## src/hw/rtl/ihbh_pkg.sv

```systemverilog
// Package for the histogram bar-height engine: item type, action codes, luma weights.
// No dependencies.
`default_nettype none
package ihbh_pkg;
	localparam logic [1:0] ACT_CLEAR = 2'd0;
	localparam logic [1:0] ACT_ADD   = 2'd1;
	localparam logic [1:0] ACT_READ  = 2'd2;
	localparam logic [1:0] ACT_NONE  = 2'd3;

	localparam logic [7:0] LUMA_WR = 8'd77;
	localparam logic [7:0] LUMA_WG = 8'd150;
	localparam logic [7:0] LUMA_WB = 8'd29;

	localparam int HEIGHT_BITS = 10;
	localparam int LANES       = 5;

	typedef struct packed {
		logic [1:0] action;
		logic [7:0] blue;
		logic [7:0] green;
		logic [7:0] red;
		logic [7:0] luma;
		logic [7:0] bin;
	} ihbh_item_t;
endpackage
`default_nettype wire

```

## src/hw/rtl/ihbh_queue.sv

```systemverilog
// Two-entry item queue between front and back end.
// Depends on ihbh_pkg.
`default_nettype none
module ihbh_queue import ihbh_pkg::*; (
	input  wire logic       clk,
	input  wire logic       arst_n,
	input  wire logic       push,
	input  wire ihbh_item_t push_item,
	output logic            full,
	input  wire logic       pop,
	output logic            not_empty,
	output ihbh_item_t      head
);
	ihbh_item_t slot_q [2];
	logic       wr_q, rd_q;
	logic [1:0] cnt_q;

	assign full      = (cnt_q == 2'd2);
	assign not_empty = (cnt_q != 2'd0);
	assign head      = slot_q[rd_q];

	always_ff @(posedge clk or negedge arst_n) begin
		if (!arst_n) begin
			wr_q  <= 1'b0;
			rd_q  <= 1'b0;
			cnt_q <= 2'd0;
		end else begin
			if (push) wr_q <= !wr_q;
			if (pop)  rd_q <= !rd_q;
			cnt_q <= cnt_q + 2'(push) - 2'(pop);
		end
	end

	always_ff @(posedge clk) begin
		if (push) slot_q[wr_q] <= push_item;
	end
endmodule
`default_nettype wire

```

## config.mk

```make
export PLATFORM = sky130hd
export DESIGN_NAME = ihbh_queue
export DESIGN_NICKNAME = d
export VERILOG_FILES = /design/src/hw/rtl/ihbh_pkg.sv /design/src/hw/rtl/ihbh_queue.sv
export SDC_FILE = /design/constraint.sdc
export NUM_CORES = 1
export LEC_CHECK = 0
export ABC_CLOCK_PERIOD_IN_PS = 5300
export BUFFER_PORTS_ARGS = -buffer_cell sky130_fd_sc_hd__buf_2
export CAP_MARGIN = 20
export CORE_ASPECT_RATIO = 1.75
export CORE_UTILIZATION = 55
export DETAILED_ROUTE_END_ITERATION = 12
export PLACE_DENSITY = 0.85
export SYNTH_ARGS = -nofsm -noshare
export SYNTH_HDL_FRONTEND = slang
export SYNTH_SLANG_ARGS = --single-unit
```

## constraint.sdc

```tcl
create_clock -name clk -period 5.3 [get_ports clk]
set_input_delay 0.265 -clock clk [delete_from_list [all_inputs] [get_ports clk]]
set_output_delay 0.265 -clock clk [all_outputs]
set_load 0.1 [all_outputs]
```

==> load_flow_metrics.sql <==
INSERT INTO impl_metrics (metric_group, metric, value, unit) VALUES
('clocking', 'cts_tree', 'yes', ''),
('grt', 'grt_antenna_before_repair', '0', ''),
('routing', 'wl_on_met1', '1920', 'um'),
('placement', 'finalWeightedCongestion', '0.669', ''),
('critical_path', 'worst_setup_path_startpoint', 'rd_q', ''),
('clocking', 'clock_tree.htree_level_count', '3', ''),
('timing', 'final_setup_violation_count', '0', ''),
('logic_synthesis', 'avg_inst_size_synth', '23.5', 'um2'),
('critical_path', 'path_cells', 'buf_4 > mux2_2 > buf_2', ''),
('clocking', 'clockRootBuffer', 'clkbuf_8', ''),
('critical_path', 'reg2reg_depth', '1', ''),
('logic_synthesis', 'synth_sequential_area_ratio', '76.4', '%'),
('routing', 'met2RoutedLength', '2940', 'um'),
('floorplan', 'chipHeight', '107', 'um'),
('routing', 'num_vias', '1632', ''),
('logic_synthesis', 'mappedNetlistNets', '194', ''),
('critical_path', 'timing_worst_setup_path_type', 'reg -> out', ''),
('timing', 'fin_crit_sh', '43.1', '%'),
('placement', 'place.port_buffers', '89', ''),
('clocking', 'cts_made_buffers', '9', ''),
('critical_path', 'crit_end', 'head[0]', ''),
('critical_path', 'number_of_buffer_and_inverter_stages_on_the_critical_path', '2', ''),
('critical_path', 'critical_path_cell_count', '3', ''),
('floorplan', 'initial_core_utilization', '57.9', '%'),
('logic_synthesis', 'syn_inst', '146', ''),
('run_status', 'run_status', 'finished clean', ''),
('routing', 'top_layer_used', 'met4', ''),
('critical_path', 'critical_path.reg2reg.endpoint', 'slot_q[1][15]', ''),
('timing', 'timing.slew.headroom', '33.7', '%'),
('clocking', 'path_clk_slew', '0.07', 'ns'),
('grt', 'groute.usage.overall', '18.3', '%'),
('flow_run', 'maxCapViolations', '0', ''),
('critical_path', 'highest_net_fanout_along_the_worst_path', '43', ''),
('timing', 'layout_min_cycle_time', '2.29', 'ns'),
('grt', 'overflow', '0', ''),
('critical_path', 'data_required_time_of_the_worst_path', '5.04', 'ns'),
('logic_synthesis', 'yosys_warnings', '0', ''),
('routing', 'routed-wl-met3', '228', 'um'),
('clocking', 'clk_path_buf_depth', '2', ''),
('critical_path', 'endpoint_kind', 'output port', ''),
('critical_path', 'timing.rr.start', 'wr_q', ''),
('routing', 'drtIter0Drc', '40', ''),
('grt', 'vias_in_the_first_global_route', '1690', ''),
('clocking', 'clock_sinks', '88', ''),
('logic_synthesis', 'synthDistinctLibCells', '13', ''),
('final_layout', 'areaGrowthSynthToFinish', '20.0', '%'),
('floorplan', 'i_o_pin_count', '90', ''),
('clocking', 'post_cts_resize_count', '0', ''),
('routing', 'wire_length_after_detailed_routing', '5330', 'um'),
('clocking', 'clk-insertion-delay-late', '0.34', 'ns'),
('timing', 'final_hold_viol_count', '0', ''),
('routing', 'drtPass1Iterations', '4', ''),
('placement', 'placed_wire_length_estimate_after_detailed_placement', '3480', 'um'),
('final_layout', 'final_nets', '292', ''),
('routing', 'number_of_antenna_violating_nets_in_the_routed_design', '0', ''),
('critical_path', 'crit_arrival', '2.02', 'ns'),
('critical_path', 'cp_slowest_cell', 'buf_4', ''),
('logic_synthesis', 'synth.cell_area', '0.00343', 'mm2'),
('routing', 'drt_drc_violations_left', '0', ''),
('critical_path', 'critical-path-top-delay-family', 'buffers and inverters', ''),
('timing', 'finalClockSkew', '0.00438', 'ns'),
('floorplan', 'fp.dieArea', '0.00657', 'mm2'),
('logic_synthesis', 'ys_seq_elements', '88', ''),
('final_layout', 'layout-drive-gt1-share', '59.8', '%'),
('critical_path', 'cpPeakStageDelay', '0.60', 'ns'),
('routing', 'routed_wire_length_per_instance', '16.3', 'um'),
('min_path', 'hp-class', 'in -> reg', ''),
('critical_path', 'worstSetupStartpointType', 'flip-flop', ''),
('grt', 'global_route_wire_length_before_repair', '7910', 'um'),
('critical_path', 'timing.reg2reg.setup_slack', '3.64', 'ns'),
('floorplan', 'rows', '37', ''),
('grt', 'grt_max_degree', '44', ''),
('placement', 'dp.cells', '310', ''),
('timing', 'maximum_clock_frequency', '437', 'MHz'),
('final_layout', 'finish.utilization', '69.5', '%'),
('final_layout', 'layoutNonFillerInstCount', '327', ''),
('final_layout', 'insertedDiodeCount', '0', ''),
('timing', 'worstMarginPinSlew', '0.994', 'ns'),
('timing', 'slew_violations', '0', ''),
('floorplan', 'die_x', '61.7', 'um'),
('routing', 'viasPerCell', '4.99', ''),
('timing', 'finalSetupTns', '0', 'ns'),
('timing', 'rsz0062_at_grt', 'false', ''),
('floorplan', 'design.core.area', '0.00593', 'mm2');
-- layer usage --
metal | up-vias | global-route usage, %
met4 | 0 | 14.0
met2 | 63 | 28.8
met5 | - | 0
met3 | 19 | 4.50
met1 | 788 | 20.4
li1 | 762 | -
-- flip-flops by register name (all words and copies together) (netlist names) --
name	cells
cnt_q	2
rd_q	1
slot_q	84
wr_q	1
-- synth_stat cells --
library cell	instances	area share, %
mux2_2	3	0.98
inv_1	2	0.22
nor2b_1	2	0.36
buf_12	4	2.3
xor2_1	2	0.51
dfrtp_1	4	2.9
xor3_1	1	0.69
and2_1	1	0.18
ha_1	2	0.73
buf_6	1	0.33
or2_2	1	0.18
edfxtp_1	84	73
mux2_4	39	17
-- worst min-delay path by stage --
| stage | from | to | cells after the start |
|---|---|---|---|
| 5_1_grt | push_item[41] | slot_q[0][41] | 1 |
| 6_report | push_item[16] | slot_q[0][16] | 1 |
| 4_1_cts | push_item[14] | slot_q[1][14] | 1 |
| 3_3_place_gp | arst_n | cnt_q[0] | 1 |
| 3_5_place_dp | arst_n | wr_q | 1 |
| 2_1_floorplan | arst_n | cnt_q[0] | 0 |
-- kinds of logic (layout without fill, tap and decap cells) --
group / count (synthesis) / in the layout / share of synthesized area (%)
xor+xnor: 3 / 3 / 1.20
fa+ha+maj: 2 / 2 / 0.729
buf+inv: 7 / 110 / 2.88
flops: 88 / 88 / 76.4
mux: 42 / 42 / 18.0
simple gates: 4 / 4 / 0.729
-- layout by cell type, fill, tap and decap left out --
cell	Yosys	final
inv_1	2	2
buf_16	0	1
clkinv_2	0	2
and2_2	0	1
clkbuf_8	0	9
dfrtp_2	0	1
xor3_1	1	1
or2_2	1	1
nor2b_1	2	1
buf_2	0	89
dfrtp_1	4	3
xor2_1	2	2
mux2_4	39	39
buf_4	0	1
clkinv_1	0	2
clkbuf_1	0	2
dlygate4sd3_1	0	1
bufinv_16	0	1
mux2_2	3	3
nor2b_4	0	1
ha_1	2	2
edfxtp_1	84	84
-- area by class of cell --
type | instances | area, um2
clock buffer | 11 | 131
clock inverter | 5 | 47.5
fill | 444 | 1810
inverter | 2 | 7.51
multi-input combinational | 51 | 719
sequential | 88 | 2620
tap | 78 | 97.6
timing repair buffer | 92 | 490
-- stage by stage --
step	setup slack (ns)	instance area, um2	hold WS [ns]
floorplan	2.57	3430	-0.0306
global placement	3.37	3900	0.0715
detailed placement	3.37	3930	0.0831
CTS	2.97	4120	0.0790
global route	2.91	4120	0.0797
finish	3.01	4120	0.105
-- repair_timing --
item / CTS / global route
hold buffers: 1 / 0
endpoints found under the hold margin: 4 / 0
buffers inserted: 0 / 0
Power is not shown: default switching activity piles up to over one toggle a cycle in this logic, so the estimate is an artifact.
