## config.mk

```make
export PLATFORM = sky130hd
export DESIGN_NAME = ihbh_front
export DESIGN_NICKNAME = d
export VERILOG_FILES = /design/src/hw/rtl/ihbh_pkg.sv /design/src/hw/rtl/ihbh_front.sv
export SDC_FILE = /design/constraint.sdc
export NUM_CORES = 1
export LEC_CHECK = 0
export ABC_AREA = 1
export BUFFER_PORTS_ARGS = -buffer_cell sky130_fd_sc_hd__buf_2
export CORE_ASPECT_RATIO = 0.6
export CORE_MARGIN = 2
export CORE_UTILIZATION = 50
export CTS_CLUSTER_SIZE = 28
export DETAILED_ROUTE_END_ITERATION = 10
export GPL_TIMING_DRIVEN = 0
export PLACE_DENSITY_LB_ADDON = 0.15
export SYNTH_ARGS = -nofsm -noshare
export SYNTH_HDL_FRONTEND = slang
export SYNTH_SLANG_ARGS = --single-unit
```

## constraint.sdc

```tcl
create_clock -name clk -period 7.04 [get_ports clk]
set_input_delay 1.408 -clock clk [delete_from_list [all_inputs] [get_ports clk]]
set_output_delay 1.408 -clock clk [all_outputs]
set_load 0.02 [all_outputs]
```

## src/hw/rtl/ihbh_pkg.sv

```systemverilog
// Package for the histogram bar-height engine: item type, action codes, luma weights.
// No dependencies.
`default_nettype none
package ihbh_pkg;
	localparam logic [1:0] ACT_CLEAR = 2'd0;
	localparam logic [1:0] ACT_ADD   = 2'd1;
	localparam logic [1:0] ACT_READ  = 2'd2;
	localparam logic [1:0] ACT_NONE  = 2'd3;

	localparam logic [7:0] LUMA_WR = 8'd77;
	localparam logic [7:0] LUMA_WG = 8'd150;
	localparam logic [7:0] LUMA_WB = 8'd29;

	localparam int HEIGHT_BITS = 10;
	localparam int LANES       = 5;

	typedef struct packed {
		logic [1:0] action;
		logic [7:0] blue;
		logic [7:0] green;
		logic [7:0] red;
		logic [7:0] luma;
		logic [7:0] bin;
	} ihbh_item_t;
endpackage
`default_nettype wire

```

## src/hw/rtl/ihbh_front.sv

```systemverilog
// Front end: accepts items, derives luma, and holds one item for the queue.
// Depends on ihbh_pkg.
`default_nettype none
module ihbh_front import ihbh_pkg::*; (
	input  wire logic       clk,
	input  wire logic       arst_n,
	input  wire logic       in_valid,
	output logic            in_stall,
	input  wire logic [1:0] action,
	input  wire logic [7:0] blue_or_gray,
	input  wire logic [7:0] green,
	input  wire logic [7:0] red,
	input  wire logic [7:0] bin,
	output logic            push,
	output ihbh_item_t      push_item,
	input  wire logic       q_full
);
	logic        valid_s1;
	ihbh_item_t  item_s1;
	logic [15:0] luma_sum;
	logic        take;

	// luma = (77R + 150G + 29B) >> 8; the sum tops out at 256 * 255
	assign luma_sum = 16'(red) * 16'(LUMA_WR) + 16'(green) * 16'(LUMA_WG)
		+ 16'(blue_or_gray) * 16'(LUMA_WB);

	assign push      = valid_s1 && !q_full;
	assign push_item = item_s1;
	assign in_stall  = valid_s1 && q_full;
	assign take      = in_valid && !in_stall;

	// one stage toward the queue
	always_ff @(posedge clk or negedge arst_n) begin
		if (!arst_n) begin
			valid_s1 <= 1'b0;
		end else if (take) begin
			valid_s1 <= 1'b1;
		end else if (push) begin
			valid_s1 <= 1'b0;
		end
	end

	always_ff @(posedge clk) begin
		if (take) begin
			item_s1 <= '{action: action, blue: blue_or_gray, green: green, red: red,
				luma: luma_sum[15:8], bin: bin};
		end
	end
endmodule
`default_nettype wire

```

==> results of run 1 <==
-- layout make-up --
cell class / count / area (um^2) / area share
sequential: 43 / 1290 / 0.230
inverter: 119 / 447 / 0.0798
timing repair buffer: 84 / 440 / 0.0786
tap: 130 / 163 / 0.0290
clock buffer: 5 / 125 / 0.0223
clock inverter: 3 / 26.3 / 0.00469
multi-input combinational: 309 / 3110 / 0.556
-- worst max path at each step --
stage | end | cells after the start | slack (ns) | start
5_1_grt | push_item[15] | 29 | -0.02 | green[3]
6_report | push_item[13] | 24 | 0.21 | green[4]
2_1_floorplan | push_item[15] | 27 | 0.24 | green[3]
4_1_cts | push_item[15] | 28 | 0.03 | green[3]
3_3_place_gp | push_item[13] | 26 | -0.23 | green[3]
3_5_place_dp | push_item[15] | 29 | -0.33 | green[3]
-- cells in the mapped netlist (all sizes together) --
master  number
xnor2        5
a31oi        1
o21bai       4
o21ai        5
nor4         1
dfrtp        1
nor3         2
nand2       77
nand3       21
ha          84
nor2        19
xor2         6
edfxtp      42
fa          55
a21boi       1
or2          1
a21o         3
inv        119
nand4        3
a21oi       21
-- cell usage in the layout, fill, tap and decap left out, drive strengths merged --
master	n
a31oi	1
nand4	3
o21bai	4
buf	84
edfxtp	42
clkbuf	5
nor4	1
a21o	3
dfrtp	1
ha	84
inv	121
fa	55
o21ai	5
xnor2	5
clkinv	1
a21oi	21
nand2	77
xor2	6
a21boi	1
nand3	21
nor3	2
or2	1
nor2	19
-- timing repair --
action | in CTS | in global routing
endpoints found under the setup margin | 3 | 7
setup buffers | 0 | 2
gates resized for setup | 3 | 12
pin swaps | 0 | 7
-- state kept, by name, indices dropped and copies added (netlist names) --
name,count
push_item,42
valid_s1,1
-- per-stage QoR --
step	std cells	setup TNS [ns]	utilization	cell area [um^2]
final	693	0	0.609	5600
after global routing	693	-0.0220	0.609	5600
after CTS	691	0	0.600	5510
after detailed placement	683	-1.71	0.582	5350
after global placement	682	-1.06	0.579	5320
after floorplan	471	0	-	4750
-- worst min-delay path: stages (launching register included) --
cell     delay (ns)
dfrtp_1        0.34
nand2_1        0.07
nand2_1        0.05
-- metal layers --
metal,GRT usage,share of wire,up-vias
met5,0,0,-
met4,0.0419,0.0081,0
met3,0.0456,0.064,8
met2,0.295,0.39,89
met1,0.340,0.53,1587
li1,-,-,1680
-- cell families (layout without fill, tap and decap cells) --
group	Yosys count	in the layout	share of synthesized area
adders and majority gates	139	139	0.453
xor gates and xnor gates	11	11	0.0203
buffers and inverters	119	211	0.0940
DFF	43	43	0.271
and+or+nand+nor	124	124	0.116
AOI/OAI and AO/OA	35	35	0.0461
==> qor.csv, run 1 <==
stage,metric,value,unit
logic_synthesis,"FF+latch count, synth",43,
logic_synthesis,synth warn,0,
layout,Layout Area Growth over Synthesis,17.8,%
grt,largest net degree at the start of global routing,33,
place,RePlAce Congestion,0.930,
routing,Antenna Violating Nets Remaining,0,
grt,antenna violations before repair,0,
clocking,Clock Tree Buf Depth,2,
floorplan,Initial Util,0.517,
grt,total grt overflow,0,
clocking,CTS sink cnt,43,
layout,Fill cells,811,
routing,# DRC,0,
logic_synthesis,Mapped Area,0.00475,mm^2
setup_path,slowest cell on the critical path,fa_1,
status,status,completed,
timing,Worst Tran Pin Value,0.383,ns
clocking,total clock buffers created by CTS,5,
clocking,H-Tree Depth,2,
routing,vias per cell,4.85,
setup_path,CP arrival,6.87,ns
setup_path,R2R Path End,push_item[28],
logic_synthesis,sequential area share after synthesis,0.271,
logic_synthesis,syn avg cell area,10.1,um^2
timing,Min Hold Slack,0.498,ns
setup_path,R2R Setup Slk,5.61,ns
grt,gr usage total,0.213,
timing,Final min period,6.83,ns
setup_path,"delay-heaviest family, CP",adder cells,
clocking,CTS root buf,clkbuf_16,
setup_path,worst-path cell chain,buf_2 > ha_1 > ha_1 > inv_1 > fa_1 > inv_1 > fa_1 > ha_4 > xnor2_1 > fa_1 > fa_1 > inv_1 > fa_1 > fa_1 > inv_1 > ha_4 > nand2_1 > inv_2 > nand2_1 > nand3_1 > a21oi_2 > nand2_1 > nand2_1 > nand2_1,
setup_path,Crit. End Element,register,
timing,Clock Skew,0.00820,ns
grt,first-pass GRT wire length,16900,um
place,dpl ws,-0.330,ns
min_path,hold path startpoint,valid_s1,
timing,max-slew violation count,0,
timing,Final WS setup,0.214,ns
setup_path,crit-path most repeated cell,fa_1,
setup_path,crit-path max FO,5,
routing,Vias,3364,
timing,relative slew slack,0.744,
setup_path,critical path type,in2reg,
floorplan,Core Rows,27,
floorplan,die footprint,0.0103,mm^2
routing,WL/cell,14.2,um
timing,Final period util,0.970,
setup_path,RR Startpoint,valid_s1,
floorplan,Die Y,79.5,um
setup_path,Worst R2R Path Depth,4,
layout,Post-layout nets,739,
logic_synthesis,syn_nets,648,
floorplan,Die W,130,um
timing,f_max,147,MHz
min_path,hold path depth,2,
timing,Final setup viols,0,
run,max cap viols,0,
logic_synthesis,synth unique cells,28,
clocking,Clock Latency Late Sink,0.30,ns
setup_path,CP Launch Type,primary input,
min_path,worst hold path type,reg2reg,
floorplan,core area,0.00919,mm^2
setup_path,CP peak stage delay,0.55,ns
min_path,hold endpoint,valid_s1,
grt,vias in the first global route,3432,
layout,share of cells above drive strength 1,0.231,
setup_path,Crit path buffers/inverters,6,
routing,Routed WL,9830,um
clocking,Clock transition at path regs,0.06,ns
place,I/O Buffers,81,
logic_synthesis,top post-synthesis cells by area,"edfxtp_1, fa_1, ha_1",
logic_synthesis,Post-Syn Instances,471,
clocking,TritonCTS clock tree,done,
floorplan,# IOs,82,
timing,"Hold Vio Cnt, Final",0,
layout,ANT cells,0,
setup_path,"Req. time, crit path",7.09,ns
routing,Pre-antenna DRT Iters,4,
place,dpl hpwl,8160,um
routing,1st-iter DRT viols,162,
logic_synthesis,Synth area leader,edfxtp_1,
clocking,CTS Hold Bufs,0,
logic_synthesis,Yosys top cell area share,0.265,
Power of run 1 is not shown: default switching activity piles up to over one toggle a cycle in this logic, so the estimate is an artifact.
==> inputs of run 2 (changes only) <==
Settings changed: CORE_MARGIN 2 to 5.
==> run 2 against run 1 <==
  * Setup slack improved by 0.016 ns
  * Final cell count fell by 0.29%
  * Sequential share of layout area rose by 0.13 points
  * Critical endpoint unchanged
  * Largest cell class unchanged
==> qor.csv, run 2 (synthesis results as in run 1) <==
stage,metric,value,unit,change
clocking,CTS resizes,0,,-3
setup_path,Worst R2R Path Depth,4,,unchanged
routing,1st-iter DRT viols,200,,+23%
routing,Vias,3367,,+0.089%
timing,Final min period,6.81,ns,-0.0163 ns
setup_path,Worst Setup SP,green[3],,
layout,"leading cell types in the layout, fill and taps excluded","inv_1, buf_2, ha_1",,
setup_path,Crit path buffers/inverters,6,,unchanged
layout,Largest register FFs,42,,unchanged
layout,ANT cells,0,,unchanged
setup_path,crit-path max FO,5,,unchanged
setup_path,slowest cell on the critical path,fa_1,,
timing,Final period util,0.967,,-0.00231
routing,Pre-antenna DRT Iters,5,,+1
clocking,TritonCTS clock tree,done,,
timing,setup_tns,0,ns,unchanged
setup_path,critical path type,in2reg,,
grt,antenna violations before repair,0,,unchanged
setup_path,"Req. time, crit path",7.09,ns,about the same
grt,vias in the first global route,3453,,+0.61%
run,max cap viols,0,,unchanged
routing,Routed WL,10000,um,+2.0%
setup_path,RR Startpoint,valid_s1,,
floorplan,Die W,136,um,+4.6%
place,dpl hpwl,8440,um,+3.5%
timing,Worst Tran Pin Value,0.375,ns,-0.00835 ns
clocking,CTS Hold Bufs,0,,unchanged
timing,relative slew slack,0.750,,+0.00558
setup_path,CP arrival,6.85,ns,-0.02 ns
clocking,total clock buffers created by CTS,5,,unchanged
place,I/O Buffers,81,,unchanged
clocking,CTS sink cnt,43,,unchanged
status,status,completed,,
setup_path,Stages on worst setup path,26,,+8.3%
timing,max-slew violation count,0,,unchanged
grt,gr usage total,0.185,,-0.0283
setup_path,Crit. End Element,register,,
setup_path,CP Launch Type,primary input,,
setup_path,CP peak stage delay,0.55,ns,about the same
routing,WL/cell,14.5,um,+2.3%
timing,"Hold Vio Cnt, Final",0,,unchanged
clocking,CTS root buf,clkbuf_16,,
timing,f_max,147,MHz,+0.24%
floorplan,die footprint,0.0116,mm^2,+13%
setup_path,R2R Setup Slk,5.60,ns,about the same
place,RePlAce Congestion,0.907,,-2.5%
floorplan,core area,0.00922,mm^2,+0.37%
min_path,worst hold path type,reg2reg,,
routing,# DRC,0,,unchanged
floorplan,Die Y,85.5,um,+7.5%
grt,largest net degree at the start of global routing,33,,unchanged
floorplan,Core Rows,27,,unchanged
clocking,setup bufs post-CTS,0,,unchanged
routing,vias per cell,4.87,,+0.38%
clocking,H-Tree Depth,2,,unchanged
timing,Final setup viols,0,,unchanged
floorplan,# IOs,82,,unchanged
layout,Fill cells,802,,-1.1%
setup_path,"delay-heaviest family, CP",adder cells,,
grt,first-pass GRT wire length,17100,um,+0.98%
floorplan,Initial Util,0.515,,-0.00189
layout,"commonest non-fill, non-tap cell in the layout",inv_1,,
clocking,Clock Tree Buf Depth,2,,unchanged
clocking,Clock transition at path regs,0.07,ns,about the same
layout,share of cells above drive strength 1,0.221,,-0.00987
layout,Post-layout nets,737,,-0.27%
layout,Layout Area Growth over Synthesis,17.2,%,
routing,Antenna Violating Nets Remaining,0,,unchanged
min_path,hold path depth,2,,unchanged
min_path,hold path startpoint,valid_s1,,
grt,total grt overflow,0,,unchanged
timing,Clock Skew,0.0106,ns,+0.00242 ns
clocking,Clock Latency Late Sink,0.29,ns,about the same
[run 2: changes by cell type in the layout (fill, tap and decap cells not counted)]
cell        delta
a21oi_1        +2
a21oi_2        -2
buf_4          -2
inv_6          -2
clkinv_4       +1
clkinvlp_4     +1
ha_1           +1
ha_4           -1
inv_1          +1
inv_2          -1
nand2_1        +1
nand2_2        -1
xnor2_1        -1
xnor2_2        +1
[run 2: final cells by class]
class | count | area (um^2) | area share
Timing Repair Buffer | 82 | 425 | 0.0764
Inverter | 119 | 447 | 0.0802
Multi-Input combinational cell | 309 | 3100 | 0.556
Clock inverter | 3 | 25.0 | 0.00449
Sequential cell | 43 | 1290 | 0.231
Tap cell | 130 | 163 | 0.0292
Clock buffer | 5 | 125 | 0.0225
[run 2: path summary, 6_finish.rpt]
kind / end
max: push_item[13]
min: valid_s1
max reg2reg: push_item[38]
min reg2reg: valid_s1
max in group asynchronous: valid_s1
min in group asynchronous: valid_s1
[run 2: per-layer routing]
| layer | part of all wire | track usage | routed length [um] |
|---|---|---|---|
| met4 | 0.0070 | 0.0274 | 70 |
| met5 | 0 | 0 | 0 |
| met1 | 0.53 | 0.295 | 5330 |
| met3 | 0.062 | 0.0358 | 624 |
| met2 | 0.40 | 0.264 | 4000 |
[run 2: tightest hold or removal path: cells and delay by family (launching register included)]
family / cells / cell delay [ns]
flops: 1 / 0.35
simple gates: 2 / 0.14
[run 2: metrics by stage]
stage	hold slack [ns]	area (um^2)	util	setup slack, ns	cells
after floorplan	0.459	4750	-	0.237	471
after global placement	0.471	5320	0.577	-0.232	682
after detailed placement	0.510	5350	0.580	-0.259	683
after CTS	0.527	5500	0.596	0.0335	691
after global routing	0.544	5570	0.604	-0.0134	691
final	0.522	5570	0.604	0.231	691
Power of run 2 is left out for the same reason.
==> inputs of run 3 (changes only) <==
Settings changed: CORE_ASPECT_RATIO 0.6 to 1.75.
==> run 3 against run 2 <==
  * Clock skew decreased by 0.0036 ns
  * Global-route usage increased by 0.45 points
  * Hold slack got worse by 0.015 ns
  * Via count up 2.1%
  * Largest cell class unchanged
==> qor.csv, run 3 (synthesis results as in run 1) <==
stage,metric,value,unit,change
status,status,completed,,
setup_path,CP peak stage delay,0.55,ns,about the same
timing,Final setup viols,0,,unchanged
layout,Largest register FFs,42,,unchanged
setup_path,CP Launch Type,primary input,,
setup_path,"delay-heaviest family, CP",adder cells,,
floorplan,Core Rows,47,,+74%
clocking,CTS sink cnt,43,,unchanged
grt,vias in the first global route,3886,,+13%
place,Inst Count DP,675,,-1.2%
timing,f_max,148,MHz,+0.71%
setup_path,slowest cell on the critical path,fa_1,,
setup_path,crit-path max FO,5,,unchanged
setup_path,worst-path cell chain,clkbuf_4 > ha_1 > ha_1 > inv_1 > fa_1 > inv_1 > fa_1 > ha_4 > nand2_1 > nand2_2 > a31oi_1 > xor2_1 > ha_1 > fa_1 > inv_1 > fa_1 > fa_1 > inv_1 > ha_4 > nand2_1 > o21ai_1 > a21oi_2 > nand3_1 > nand2_1,,
grt,gr usage total,0.189,,+0.00448
place,dpl hpwl,8820,um,+4.4%
floorplan,die footprint,0.0116,mm^2,+0.11%
place,I/O Buffers,81,,unchanged
clocking,Clock transition at path regs,0.07,ns,about the same
grt,antenna violations before repair,0,,unchanged
clocking,CTS Hold Bufs,0,,unchanged
setup_path,RR Startpoint,valid_s1,,
setup_path,Crit. End Element,register,,
grt,GR peak layer,met2,,
layout,ANT cells,0,,unchanged
setup_path,Worst R2R Path Depth,4,,unchanged
place,dpl ws,-0.274,ns,-0.0147 ns
timing,max-slew violation count,0,,unchanged
setup_path,R2R Path End,push_item[5],,
min_path,hold path depth,2,,unchanged
floorplan,core area,0.00941,mm^2,+2.0%
clocking,CTS root buf,clkbuf_16,,
place,RePlAce Congestion,0.857,,-5.5%
routing,1st-iter DRT viols,76,,-62%
layout,Post-layout nets,738,,+0.14%
grt,first-pass GRT wire length,17500,um,+2.8%
layout,share of cells above drive strength 1,0.228,,+0.00713
setup_path,CP arrival,6.81,ns,-0.04 ns
setup_path,"Req. time, crit path",7.09,ns,about the same
floorplan,Initial Util,0.505,,-0.0102
timing,Final WS setup,0.278,ns,+0.0478 ns
floorplan,Die Y,139,um,+63%
clocking,total clock buffers created by CTS,5,,unchanged
floorplan,Die W,83.7,um,-38%
layout,Layout Area Growth over Synthesis,17.5,%,
grt,total grt overflow,0,,unchanged
layout,"leading cell types in the layout, fill and taps excluded","inv_1, buf_2, ha_1",,
timing,Clock Skew,0.00700,ns,-0.00362 ns
routing,# DRC,0,,unchanged
routing,Antenna Violating Nets Remaining,0,,unchanged
grt,largest net degree at the start of global routing,31,,-6.1%
timing,Final min period,6.76,ns,-0.0478 ns
timing,Worst Tran Pin Value,0.415,ns,+0.0399 ns
min_path,hold endpoint,valid_s1,,
setup_path,R2R Setup Slk,5.59,ns,about the same
routing,Pre-antenna DRT Iters,6,,+1
timing,Final period util,0.960,,-0.00680
clocking,H-Tree Depth,2,,unchanged
min_path,worst hold path type,reg2reg,,
clocking,Clock Latency Late Sink,0.29,ns,about the same
min_path,hold path startpoint,valid_s1,,
setup_path,Crit path buffers/inverters,5,,-1
setup_path,crit-path most repeated cell,fa_1,,
routing,Vias,3438,,+2.1%
setup_path,critical path type,in2reg,,
layout,"Cell Count, Final, Fillers Out",683,,-1.2%
clocking,Clock Tree Buf Depth,2,,unchanged
routing,vias per cell,5.03,,+3.3%
clocking,TritonCTS clock tree,done,,
layout,"commonest non-fill, non-tap cell in the layout",inv_1,,
grt,met3 usage,0.0268,,-0.00900
grt,met2 Usage GRT,0.389,,+0.125
timing,relative slew slack,0.723,,-0.0266
run,max cap viols,0,,unchanged
timing,"Hold Vio Cnt, Final",0,,unchanged
routing,Routed WL,10100,um,+1.0%
routing,WL/cell,14.8,um,+2.2%
floorplan,# IOs,82,,unchanged
grt,met1 usage,0.174,,-0.121
==> run 3: worst max path at each step <==
stage | start | endpoint | cells after the start
after floorplan | green[3] | push_item[15] | 27
after global placement | green[5] | push_item[15] | 28
after detailed placement | green[3] | push_item[15] | 28
after CTS | green[5] | push_item[15] | 28
after global routing | green[4] | push_item[15] | 29
final | green[4] | push_item[14] | 24
==> run 3: worst reg2reg max path, delay by kind of cell, from the launching register on <==
kind,cells,cell delay [ns]
flops,1,0.38
simple gates,2,0.43
buf+inv,2,0.33
==> run 3: timing repair <==
item | CTS | global route
gates resized for setup | 0 | 16
endpoints found under the setup margin | 0 | 7
buffers inserted | 0 | 1
==> run 3: metal layers <==
| layer | vias up | wire, um |
|---|---|---|
| met5 | - | 0 |
| met4 | 0 | 528 |
| met3 | 30 | 330 |
| met2 | 74 | 6030 |
| met1 | 1661 | 3240 |
| li1 | 1673 | - |
==> run 3: stage by stage <==
stage / instance area (um^2) / hold WS (ns) / util / setup TNS (ns)
after floorplan: 4750 / 0.459 / - / 0
after global placement: 5310 / 0.474 / 0.564 / -0.924
after detailed placement: 5340 / 0.498 / 0.567 / -1.40
after CTS: 5480 / 0.511 / 0.582 / 0
after global routing: 5580 / 0.561 / 0.593 / -0.0225
final: 5580 / 0.506 / 0.593 / 0
==> run 3: area by class of cell <==
type | count | area (um^2)
multi-input cells | 309 | 3120
fillers | 871 | 3830
clock buffers | 5 | 125
flip-flops and latches | 43 | 1290
well taps | 122 | 153
inverters | 119 | 447
repair buffers | 83 | 435
clock inverters | 2 | 13.8
Power of run 3 is left out for the same reason.
